## src/sv/arpc_pkg.sv

```systemverilog
package arpc_pkg;

    localparam int CACHE_ENTRIES = 8;
    localparam int IDX_W         = $clog2(CACHE_ENTRIES);

    // command queue between front and back
    localparam int Q_DEPTH = 2;
    localparam int Q_AW    = $clog2(Q_DEPTH);

    // configuration port
    localparam int CFG_AW = 3;
    localparam logic REG_MY_IP    = 1'b0;
    localparam logic REG_PROBE_IP = 1'b1;

    // op field codes
    localparam logic [1:0] OP_PACKET = 2'd0;
    localparam logic [1:0] OP_LOOKUP = 2'd1;
    localparam logic [1:0] OP_STORE  = 2'd2;
    localparam logic [1:0] OP_FLUSH  = 2'd3;

    // ARP opcodes
    localparam logic [15:0] ARP_OPC_REQ = 16'd1;
    localparam logic [15:0] ARP_OPC_RSP = 16'd2;

    typedef struct packed {
        logic [1:0]  op;
        logic [15:0] arp_operation;
        logic [31:0] sender_ip;
        logic [47:0] sender_mac;
        logic [31:0] target_ip;
    } t_item;

    typedef struct packed {
        logic        status;
        logic        hit;
        logic [47:0] found_mac;
        logic        send_reply;
        logic [31:0] reply_ip;
        logic [47:0] reply_mac;
        logic        probe_conflict;
        logic        ip_in_use_warning;
    } t_result;

    typedef struct packed {
        logic [31:0] my_ip;
        logic [31:0] probe_ip;
    } t_cfg;

    typedef enum logic [1:0] {
        K_NONE,
        K_LOOKUP,
        K_STORE,
        K_FLUSH
    } t_kind;

    // classified command handed from front to back
    typedef struct packed {
        t_kind       kind;
        logic [31:0] key_ip;
        logic [47:0] mac;
        logic        status;
        logic        send_reply;
        logic        probe_conflict;
        logic        ip_in_use_warning;
    } t_cmd;

    typedef struct packed {
        logic [31:0] ip;
        logic [47:0] mac;
    } t_entry;

endpackage

```

## src/sv/arp_cache_receive_engine.sv

```systemverilog
// Channel   Direction  Handshake                   Payload
// item      in         push / full                 i_item   (t_item)
// result    out        pop / empty                 o_result (t_result)
// config    in         psel/penable/pwrite/pready  paddr, pwdata, prdata
//
// A lookup or store scans every cache entry between accept and result; the scan
// reads and compares one entry per cycle.
// Flushes and packets that need no cache access skip the scan.
// The front queue holds two classified items, so pushes continue while the
// back end scans or while a result waits for pop.
// Reset is synchronous, active low; the cache is empty right after reset.
module arp_cache_receive_engine
    import arpc_pkg::*;
(
    input  logic              i_clk,
    input  logic              i_rst_n,
    input  logic              push,
    output logic              full,
    input  t_item             i_item,
    output logic              empty,
    input  logic              pop,
    output t_result           o_result,
    input  logic              psel,
    input  logic              penable,
    input  logic              pwrite,
    input  logic [CFG_AW-1:0] paddr,
    input  logic [31:0]       pwdata,
    output logic [31:0]       prdata,
    output logic              pready
);

    logic [31:0] r_my_ip;
    logic [31:0] r_probe_ip;
    t_cfg        w_cfg;
    logic        w_cmd_vld;
    logic        w_cmd_pop;
    t_cmd        w_cmd;

    assign pready         = 1'b1;
    assign w_cfg.my_ip    = r_my_ip;
    assign w_cfg.probe_ip = r_probe_ip;

    always_ff @(posedge i_clk) begin
        if (!i_rst_n) begin
            r_my_ip    <= '0;
            r_probe_ip <= '0;
        end else if (psel && penable && pwrite) begin
            case (paddr[2])
                REG_MY_IP:    r_my_ip    <= pwdata;
                REG_PROBE_IP: r_probe_ip <= pwdata;
                default:      r_my_ip    <= r_my_ip;
            endcase
        end
    end

    always_comb begin
        case (paddr[2])
            REG_MY_IP:    prdata = r_my_ip;
            REG_PROBE_IP: prdata = r_probe_ip;
            default:      prdata = '0;
        endcase
    end

    arpc_front u_front (
        .i_clk     (i_clk),
        .i_rst_n   (i_rst_n),
        .i_push    (push),
        .i_item    (i_item),
        .o_full    (full),
        .i_cfg     (w_cfg),
        .o_cmd_vld (w_cmd_vld),
        .o_cmd     (w_cmd),
        .i_cmd_pop (w_cmd_pop)
    );

    arpc_back u_back (
        .i_clk     (i_clk),
        .i_rst_n   (i_rst_n),
        .i_cmd_vld (w_cmd_vld),
        .i_cmd     (w_cmd),
        .o_cmd_pop (w_cmd_pop),
        .i_pop     (pop),
        .o_empty   (empty),
        .o_result  (o_result)
    );

endmodule

```

## src/sv/arpc_ram.sv

```systemverilog
module arpc_ram #(
    parameter int WIDTH = 8,
    parameter int DEPTH = 8
) (
    input  logic                     i_clk,
    input  logic                     i_we,
    input  logic [$clog2(DEPTH)-1:0] i_waddr,
    input  logic [WIDTH-1:0]         i_wdata,
    input  logic                     i_re,
    input  logic [$clog2(DEPTH)-1:0] i_raddr,
    output logic [WIDTH-1:0]         o_rdata
);

    logic [WIDTH-1:0] r_mem [DEPTH];
    logic [WIDTH-1:0] r_rdata;

    always_ff @(posedge i_clk) begin
        if (i_we) begin
            r_mem[i_waddr] <= i_wdata;
        end
        if (i_re) begin
            r_rdata <= r_mem[i_raddr];
        end
    end

    assign o_rdata = r_rdata;

endmodule

```

## src/sv/arpc_front.sv

```systemverilog
module arpc_front
    import arpc_pkg::*;
(
    input  logic  i_clk,
    input  logic  i_rst_n,
    input  logic  i_push,
    input  t_item i_item,
    output logic  o_full,
    input  t_cfg  i_cfg,
    output logic  o_cmd_vld,
    output t_cmd  o_cmd,
    input  logic  i_cmd_pop
);

    t_cmd            r_q [Q_DEPTH];
    logic [Q_AW-1:0] r_wp;
    logic [Q_AW-1:0] r_rp;
    logic [Q_AW:0]   r_cnt;
    t_cmd            n_cmd;
    logic            w_push;
    logic            w_pop;

    // classify the incoming item
    always_comb begin
        n_cmd            = '0;
        n_cmd.kind       = K_NONE;
        n_cmd.key_ip     = i_item.sender_ip;
        n_cmd.mac        = i_item.sender_mac;
        case (i_item.op)
            OP_PACKET: begin
                n_cmd.probe_conflict = (i_item.sender_ip == 32'd0) &&
                                       (i_item.target_ip == i_cfg.probe_ip);
                if (i_item.arp_operation == ARP_OPC_REQ) begin
                    if (i_item.target_ip == i_cfg.my_ip) begin
                        n_cmd.kind       = K_STORE;
                        n_cmd.send_reply = 1'b1;
                    end
                end else if (i_item.arp_operation == ARP_OPC_RSP) begin
                    if (i_item.target_ip == i_cfg.my_ip) begin
                        n_cmd.kind              = K_STORE;
                        n_cmd.ip_in_use_warning = (i_item.target_ip == i_item.sender_ip);
                    end
                end else begin
                    n_cmd.status = 1'b1;
                end
            end
            OP_LOOKUP: begin
                n_cmd.kind   = K_LOOKUP;
                n_cmd.key_ip = i_item.target_ip;
            end
            OP_STORE: begin
                n_cmd.kind = K_STORE;
            end
            default: begin
                n_cmd.kind = K_FLUSH;
            end
        endcase
    end

    assign o_full    = (r_cnt == (Q_AW+1)'(Q_DEPTH));
    assign o_cmd_vld = (r_cnt != '0);
    assign o_cmd     = r_q[r_rp];
    assign w_push    = i_push && !o_full;
    assign w_pop     = i_cmd_pop && o_cmd_vld;

    always_ff @(posedge i_clk) begin
        if (!i_rst_n) begin
            r_wp  <= '0;
            r_rp  <= '0;
            r_cnt <= '0;
        end else begin
            if (w_push) begin
                r_q[r_wp] <= n_cmd;
                r_wp      <= (r_wp == Q_AW'(Q_DEPTH-1)) ? '0 : r_wp + 1'b1;
            end
            if (w_pop) begin
                r_rp <= (r_rp == Q_AW'(Q_DEPTH-1)) ? '0 : r_rp + 1'b1;
            end
            if (w_push && !w_pop) begin
                r_cnt <= r_cnt + 1'b1;
            end else if (w_pop && !w_push) begin
                r_cnt <= r_cnt - 1'b1;
            end
        end
    end

endmodule

```

## src/sv/arpc_back.sv

```systemverilog
module arpc_back
    import arpc_pkg::*;
(
    input  logic    i_clk,
    input  logic    i_rst_n,
    input  logic    i_cmd_vld,
    input  t_cmd    i_cmd,
    output logic    o_cmd_pop,
    input  logic    i_pop,
    output logic    o_empty,
    output t_result o_result
);

    typedef enum logic [1:0] {
        S_IDLE,
        S_SCAN,
        S_EXEC
    } t_state;

    t_state             r_state;
    t_cmd               r_cmd;
    logic [IDX_W:0]     r_idx;
    logic               r_chk_vld;
    logic [IDX_W-1:0]   r_chk_idx;
    logic               r_found;
    logic [47:0]        r_found_mac;
    logic [CACHE_ENTRIES-1:0] r_valid;
    logic [IDX_W-1:0]   r_next_slot;
    logic               r_out_vld;
    t_result            r_out;

    t_entry  w_rd;
    logic    w_issue;
    logic    w_match;
    logic    w_out_free;
    logic    w_out_load;
    logic    w_store;
    t_result n_out;

    assign w_issue    = (r_state == S_SCAN) && (r_idx != (IDX_W+1)'(CACHE_ENTRIES));
    assign w_match    = r_chk_vld && r_valid[r_chk_idx] && (w_rd.ip == r_cmd.key_ip);
    assign w_out_free = !r_out_vld || i_pop;
    assign w_out_load = (r_state == S_EXEC) && w_out_free;
    assign w_store    = w_out_load && (r_cmd.kind == K_STORE) && !r_found;
    assign o_cmd_pop  = (r_state == S_IDLE) && i_cmd_vld;
    assign o_empty    = !r_out_vld;
    assign o_result   = r_out;

    arpc_ram #(
        .WIDTH ($bits(t_entry)),
        .DEPTH (CACHE_ENTRIES)
    ) u_ram (
        .i_clk   (i_clk),
        .i_we    (w_store),
        .i_waddr (r_next_slot),
        .i_wdata ({r_cmd.key_ip, r_cmd.mac}),
        .i_re    (w_issue),
        .i_raddr (r_idx[IDX_W-1:0]),
        .o_rdata (w_rd)
    );

    always_comb begin
        n_out                   = '0;
        n_out.status            = r_cmd.status;
        n_out.hit               = (r_cmd.kind == K_LOOKUP) && r_found;
        n_out.found_mac         = n_out.hit ? r_found_mac : 48'd0;
        n_out.send_reply        = r_cmd.send_reply;
        n_out.reply_ip          = r_cmd.send_reply ? r_cmd.key_ip : 32'd0;
        n_out.reply_mac         = r_cmd.send_reply ? r_cmd.mac : 48'd0;
        n_out.probe_conflict    = r_cmd.probe_conflict;
        n_out.ip_in_use_warning = r_cmd.ip_in_use_warning;
    end

    always_ff @(posedge i_clk) begin
        if (!i_rst_n) begin
            r_state     <= S_IDLE;
            r_chk_vld   <= 1'b0;
            r_found     <= 1'b0;
            r_valid     <= '0;
            r_next_slot <= '0;
            r_out_vld   <= 1'b0;
        end else begin
            if (w_out_load) begin
                r_out_vld <= 1'b1;
            end else if (i_pop && r_out_vld) begin
                r_out_vld <= 1'b0;
            end
            case (r_state)
                S_IDLE: begin
                    if (i_cmd_vld) begin
                        r_cmd     <= i_cmd;
                        r_idx     <= '0;
                        r_chk_vld <= 1'b0;
                        r_found   <= 1'b0;
                        if (i_cmd.kind == K_LOOKUP || i_cmd.kind == K_STORE) begin
                            r_state <= S_SCAN;
                        end else begin
                            r_state <= S_EXEC;
                        end
                    end
                end
                S_SCAN: begin
                    // one entry read per cycle, compared in the following cycle
                    if (w_issue) begin
                        r_idx <= r_idx + 1'b1;
                    end
                    r_chk_vld <= w_issue;
                    r_chk_idx <= r_idx[IDX_W-1:0];
                    if (w_match && !r_found) begin
                        r_found     <= 1'b1;
                        r_found_mac <= w_rd.mac;
                    end
                    if (!w_issue && !r_chk_vld) begin
                        r_state <= S_EXEC;
                    end
                end
                S_EXEC: begin
                    // hold until the result register can take the beat
                    if (w_out_free) begin
                        r_out   <= n_out;
                        r_state <= S_IDLE;
                        if (w_store) begin
                            r_valid[r_next_slot] <= 1'b1;
                            r_next_slot <= (r_next_slot == IDX_W'(CACHE_ENTRIES-1)) ?
                                           '0 : r_next_slot + 1'b1;
                        end
                        if (r_cmd.kind == K_FLUSH) begin
                            r_valid     <= '0;
                            r_next_slot <= '0;
                        end
                    end
                end
                default: begin
                    r_state <= S_IDLE;
                end
            endcase
        end
    end

endmodule

```

## config.mk

```make
export PLATFORM = sky130hd
export DESIGN_NAME = arp_cache_receive_engine
export DESIGN_NICKNAME = d
export VERILOG_FILES = /design/src/sv/arpc_pkg.sv /design/src/sv/arp_cache_receive_engine.sv /design/src/sv/arpc_ram.sv /design/src/sv/arpc_front.sv /design/src/sv/arpc_back.sv
export SDC_FILE = /design/constraint.sdc
export NUM_CORES = 1
export LEC_CHECK = 0
export BUFFER_PORTS_ARGS = -buffer_cell sky130_fd_sc_hd__buf_2
export CELL_PAD_IN_SITES_DETAIL_PLACEMENT = 1
export CELL_PAD_IN_SITES_GLOBAL_PLACEMENT = 1
export CORE_ASPECT_RATIO = 2
export CORE_UTILIZATION = 56
export DETAILED_ROUTE_END_ITERATION = 6
export PLACE_DENSITY_LB_ADDON = 0.1
export SYNTH_ARGS = -nofsm -noshare
export SYNTH_HDL_FRONTEND = slang
export SYNTH_SLANG_ARGS = --single-unit
export TNS_END_PERCENT = 10
```

## constraint.sdc

```tcl
create_clock -name i_clk -period 22.9 [get_ports i_clk]
set_clock_uncertainty 0.05 [all_clocks]
set_input_delay 1.145 -clock i_clk [delete_from_list [all_inputs] [get_ports i_clk]]
set_output_delay 1.145 -clock i_clk [all_outputs]
set_load 0.02 [all_outputs]
```

=== Word level (Yosys, flattened, before mapping) ===
Memory sizes are Yosys's and may differ from the RTL's. A register that Yosys moved wholly into a read port is not among the register bits.
Index checks and enable logic that the tools add are counted.
Widths: inputs -> output; s select.

* Flip-flop bits (word level): 358
* Bits in writable memories: 812
* Input port bits: 172
* Logic and storage cells: 160
* Memories: 2

* Add/subtract/negate cells: 6
* $lt $le $gt $ge: 3
* Eq/ne operators: 23
* Multiplexer cells: 48
* Bitwise logic cells: 2
* Reduce and logical (&&, ||, !) cells: 47

{| class="wikitable"
|+ Memory list
! name !! words !! width !! rd ports !! clocked after Yosys merged registers in !! write ports !! RTL line !! source
|-
| u_back.u_ram.r_mem || 8 || 80 || 1 || 1 || 1 || arpc_ram.sv:14 || <nowiki>logic [WIDTH-1:0] r_mem [DEPTH];</nowiki>
|-
| u_front.r_q || 2 || 86 || 1 || 1 || 1 || arpc_front.sv:15 || <nowiki>t_cmd r_q [Q_DEPTH];</nowiki>
|}

{| class="wikitable"
|+ Operators with widths
! kind !! count
|-
| $eq 32x32->1 || 4
|-
| $pmux 32 s2 || 1
|-
| $logic_not 32->1 || 1
|-
| $mux 32 || 1
|-
| $mux 1 || 22
|-
| $logic_and 1x1->1 || 19
|-
| $mux 2 || 9
|-
| $reduce_and 3->1 || 6
|-
| $eq 16x1->1 const B || 1
|-
| $eq 16x2->1 const B || 1
|-
| $mux 8 || 2
|-
| $eq 2x2->1 const B || 6
|-
| $mux 4 || 3
|-
| $pmux 2 s3 || 2
|-
| $reduce_bool 2->1 || 5
|-
| $mux 3 || 3
|-
| $eq 2x1->1 const B || 4
|-
| $lt 3x4->1 const B || 2
|-
| $or 8x8->8 || 1
|-
| $pmux 4 s2 || 1
|-
| $reduce_and 2->1 || 4
|-
| $logic_not 1->1 || 7
|-
| $ne 2x1->1 const B || 3
|-
| $add 4x1->4 const B || 1
|-
| other kinds (15) || 20
|}

=== Logic depth before layout (Yosys ltp) ===
* Word-level depth: 7
* Gate-level depth with buffers: 10
* Gate-level depth less buffers: 7

=== Cells and area by module ===
From an unflattened synthesis, not the netlist that was laid out.

* Cells, all modules: 2348
* Area total of the unflattened synthesis: 47586.9 sq um

{| class="wikitable"
|+ Modules (own cells, without submodules)
! module !! times used !! cells each !! area each (sq um) !! seq. area each (sq um)
|-
| arpc_ram || 1 || 1018 || 26455.4 || 21620.7
|-
| arpc_back || 1 || 562 || 10297.4 || 8548.2
|-
| arpc_front || 1 || 486 || 8023.9 || 5265.0
|-
| arp_cache_receive_engine || 1 || 282 || 2810.2 || 1281.2
|}

=== Worst setup path before layout ===
No wires, ideal clock.

* Path type: input-to-reg
* Start: in i_rst_n
* End: reg u_back.r_out, in the netlist u_back.o_result[0], enable pin
* Arrival: 10.398 ns
* Slack: 11.663 ns
* Stages on the path: 3
* Path buffers: 1
* Cell sequence: inv_2 > clkbuf_1 > nor3_1

* Longest elaborated chain between the ends: 1

{| class="wikitable"
|+ Ends and longest elaborated chain
! element !! RTL line !! source
|-
| start: declaration || arp_cache_receive_engine.sv:16 || <nowiki>input logic i_rst_n,</nowiki>
|-
| $reduce_and 3->1 (no line) || - ||
|-
| end signal: assignment || arpc_back.sv:120 || <nowiki>r_out <= n_out;</nowiki>
|-
| end: declaration || arpc_back.sv:30 || <nowiki>t_result r_out;</nowiki>
|}

Every way passes these cells.
A chain may end at the register's enable or synchronous reset.

=== Worst setup path after layout ===
* Start: in pop
* End: mem u_back.u_ram.r_mem[0][62] (netlist bit), enable pin

* Longest elaborated chain between the ends: 6

{| class="wikitable"
|+ Ends and longest elaborated chain
! element !! RTL line !! source
|-
| start: declaration || arp_cache_receive_engine.sv:21 || <nowiki>input logic pop,</nowiki>
|-
| $logic_or 1x1->1 || arpc_back.sv:42 || <nowiki>assign w_out_free = !r_out_vld || i_pop;</nowiki>
|-
| $logic_and 1x1->1 || arpc_back.sv:43 || <nowiki>assign w_out_load = (r_state == S_EXEC) && w_out_free;</nowiki>
|-
| $logic_and 1x1->1 (2 in a row) || arpc_back.sv:44 || <nowiki>assign w_store = w_out_load && (r_cmd.kind == K_STORE) && !r_found;</nowiki>
|-
| $mux 1 || arpc_ram.sv:18 || <nowiki>if (i_we) begin</nowiki>
|-
| $mux 1 (not written as such) || arpc_ram.sv:19 || <nowiki>r_mem[i_waddr] <= i_wdata;</nowiki>
|-
| end: declaration || arpc_ram.sv:14 ||
|}

Every way passes these cells.

==> results.sh <==
export IMPL_p_int_mw=4.18
export IMPL_drive_above_1_share_pct=33.3
export IMPL_htreeDepth=3
export IMPL_synthesis_nets=2565
export IMPL_power_density_nw_per_um2=104
export IMPL_relSlewSlack_pct=15.5
export IMPL_finalCritPeriodShare_pct=17.8
export IMPL_path_depth=8
export IMPL_dp_cells=3731
export IMPL_synth_fa_ha_area_share_pct=0.132
export IMPL_drt_iter0_markers=1307
export IMPL_comb_power_share_pct=15.2
export IMPL_clock_latency_ps=700
export IMPL_grt_overflow=0
export IMPL_yosysSeqAreaShare_pct=77.2
export IMPL_synth_compound_area_share_pct=1.01
export IMPL_cts_sinks=1251
export IMPL_cts_root_buf="clkbuf_16"
export IMPL_via_per_inst=5.84
export IMPL_slew_viol_final=0
export IMPL_avgSynthCellArea_um2=19.9
export IMPL_synth_area_leaders="edfxtp_1 74%, mux4_2 7.7%, mux2_2 3.9%"
export IMPL_post_cts_setup_buffers=0
export IMPL_start_kind="input pin"
export IMPL_holdPathStages=0
export IMPL_drc=0
export IMPL_synth_ff_type="edfxtp_1"
export IMPL_hold_buffers=0
export IMPL_synth_top_family_by_area="multiplexers"
export IMPL_netlist_area_um2=47600
export IMPL_yosysUniqueCellTypes=40
export IMPL_p_seq_share_pct=52.6
export IMPL_pin_count=340
export IMPL_coreArea_um2=83900
export IMPL_path_buf_inv=3
export IMPL_wl_mm=113
export IMPL_clk_pin_slew_ps=70
export IMPL_synth_edf_count=1166
export IMPL_slowest_stage="buf_4"
export IMPL_ff2ff_path_depth=7
export IMPL_via_count=22900
export IMPL_die_width_um=208
export IMPL_layout_common_cells="1166 x edfxtp_1, 336 x buf_2, 163 x mux2_2"
export IMPL_synth_area_mux_share_pct=13.7
export IMPL_yosys_area_share_simple_pct=4.28
export IMPL_maxCapViolCount=0
export IMPL_hpwl_mm=71.0
export IMPL_grt_max_degree=164
export IMPL_clockPowerShare_pct=32.2
export IMPL_synth_top_cell_by_area="edfxtp_1"
export IMPL_switching_share_pct=25.2
export IMPL_grt_pass1_vias=25800
export IMPL_synth_seq_cells=1251
export IMPL_firstDrtPassIters=4
export IMPL_final_core_util_pct=64.3
export IMPL_crit_path_end_kind="flip-flop"
export IMPL_setup_viol_count_final=0
export IMPL_p_leak_nw=18.0
export IMPL_synth_top_area_share_pct=73.6
export IMPL_power_mw=5.59
export IMPL_cts_buffers=103
export IMPL_min_period_ps=4080
export IMPL_crit_fanout=45
export IMPL_io_buffer_count=336
export IMPL_status="finished clean"
export IMPL_rsz0062_at_grt="no"
export IMPL_wire_per_inst_um=28.8
export IMPL_fillers=7053
export IMPL_critPathTopFamily="simple AND/OR/NAND/NOR gates"
export IMPL_area_growth_pct=13.4
export IMPL_crit_chain="buf_2 -> nand2b_1 -> nand3_1 -> nor3_1 -> nand2_1 -> nor3_2 -> buf_4 -> buf_4"
export IMPL_hold_viol=0
export IMPL_grt_pass1_wl_mm=165
export IMPL_ys_warn_count=0
export IMPL_antenna_found_initial=5
export IMPL_grt_use_total_pct=26.6
export IMPL_die_area_um2=86200
export IMPL_slowest_delay_ps=750
export IMPL_min_path_type="flip-flop to flip-flop"
export IMPL_ant_nets=0
export IMPL_critPathLaunch="pop"
export IMPL_cpMostUsedCell="buf_4"
export IMPL_fp_dieH_um=414
export IMPL_arrival_ps=4340
export IMPL_worstReg2RegStart="u_back.r_state[1]"
export IMPL_final_common_cell="edfxtp_1"
export IMPL_power_switching_mw=1.41
export IMPL_synthCells=2388
export IMPL_critPathKind="input pin to flip-flop"
export IMPL_synth_xor_area_share_pct=2.49
export IMPL_min_from="u_back.u_ram.o_rdata[1]"
export IMPL_tightest_slew_ps=1270
export IMPL_num_nets_final=2949
export IMPL_tritoncts="yes"
export IMPL_final_setup_tns_ps=0
export IMPL_place_congestion=0.905
export IMPL_worstPathRequired_ps=23160
export IMPL_cts_buffer_depth=3
export IMPL_post_cts_resize_count=0
export IMPL_fmax_mhz=245
export IMPL_start_util_pct=56.7
export IMPL_peakVddDrop_mv=0.0986
export IMPL_instances_no_fill=3922
export IMPL_std_cell_rows=150
export IMPL_synthArstFlopShare_pct=0
## cell families after synthesis
| group | count (synthesis) |
|---|---|
| compound gates | 92 |
| xor+xnor | 135 |
| fa+ha+maj | 5 |
| buf+inv | 111 |
| flops | 1251 |
| mux | 393 |
| other cells | 1 |
| simple gates | 400 |
## registers in the layout (all words and copies together), names as in the netlist, 2 cells and up, named ones only
register,cells
r_probe_ip,32
u_back.u_ram.r_mem,640
u_front.r_q,172
u_back.r_cmd,82
u_back.r_state,2
u_front.r_cnt,2
u_back.r_found_mac,48
u_back.r_chk_idx,3
u_back.o_result,133
u_back.r_valid,8
r_my_ip,32
u_back.u_ram.o_rdata,80
u_back.n_out,4
u_back.r_idx,4
u_back.r_next_slot,3
## path summary, 6_finish.rpt
kind / end / slack [ps]
min reg2reg: u_back.r_found_mac[1] / 370
max: u_back.u_ram.r_mem[0][62] / 18820
max reg2reg: u_back.u_ram.r_mem[0][62] / 18890
min: u_back.r_found_mac[1] / 370
## cell type report
type / instances / area, um^2 / share of cell area (%)
sequential: 1251 / 36700 / 68.1
antenna: 1 / 2.50 / 0.00464
inverter: 11 / 41.3 / 0.0766
clock buffer: 127 / 2730 / 5.07
timing repair buffer: 379 / 2030 / 3.76
multi-input combinational: 1026 / 10400 / 19.2
clock inverter: 63 / 694 / 1.29
tap: 1064 / 1330 / 2.47
## Yosys cell counts, types with 2 or more instances
cell type and count:
edfxtp_1 1166, mux2_2 163, mux4_2 162, nand2_1 134, and2_1 129, dfxtp_1 85
xnor2_1 80, a21oi_1 79, mux2_4 67, xor2_1 55, clkbuf_1 46, nor2_1 44
buf_2 37, nor4_1 29, nand4_1 26, nor3_1 12, inv_1 10, nand2b_1 8
buf_1 7, buf_12 7, nand3_1 7, ha_1 5, nor2b_1 5, o21ai_0 4
and3_1 3, a31oi_1 2, buf_6 2, o21ai_1 2
## routing by layer
metal	vias up	global-route usage (%)	wire, um
met4	6	12.7	5300
met3	170	5.47	5840
met5	-	0	42
met2	653	49.8	62300
li1	10100	-	-
met1	12000	28.2	39500
## power by group through the flow
stage / Sequential [mW] / Clock [mW] / Combinational [mW]
2_1_floorplan: 2.98 / 0 / 0.599
4_1_cts: 2.94 / 1.84 / 0.871
3_3_place_gp: 2.97 / 0 / 0.835
6_report: 2.94 / 1.80 / 0.852
3_5_place_dp: 2.99 / 0 / 0.864
5_1_grt: 2.96 / 1.90 / 0.907
## stage by stage
| step | setup WS (ps) | cell area, um^2 | hold WS, ps |
|---|---|---|---|
| detailed placement | 18140 | 50500 | 355 |
| finish | 18820 | 53900 | 370 |
| floorplan | 11660 | 47600 | 350 |
| CTS | 18800 | 53900 | 366 |
| global route | 18630 | 53900 | 376 |
| global placement | 18330 | 50500 | 351 |
Power figures use the tool's default switching activity.
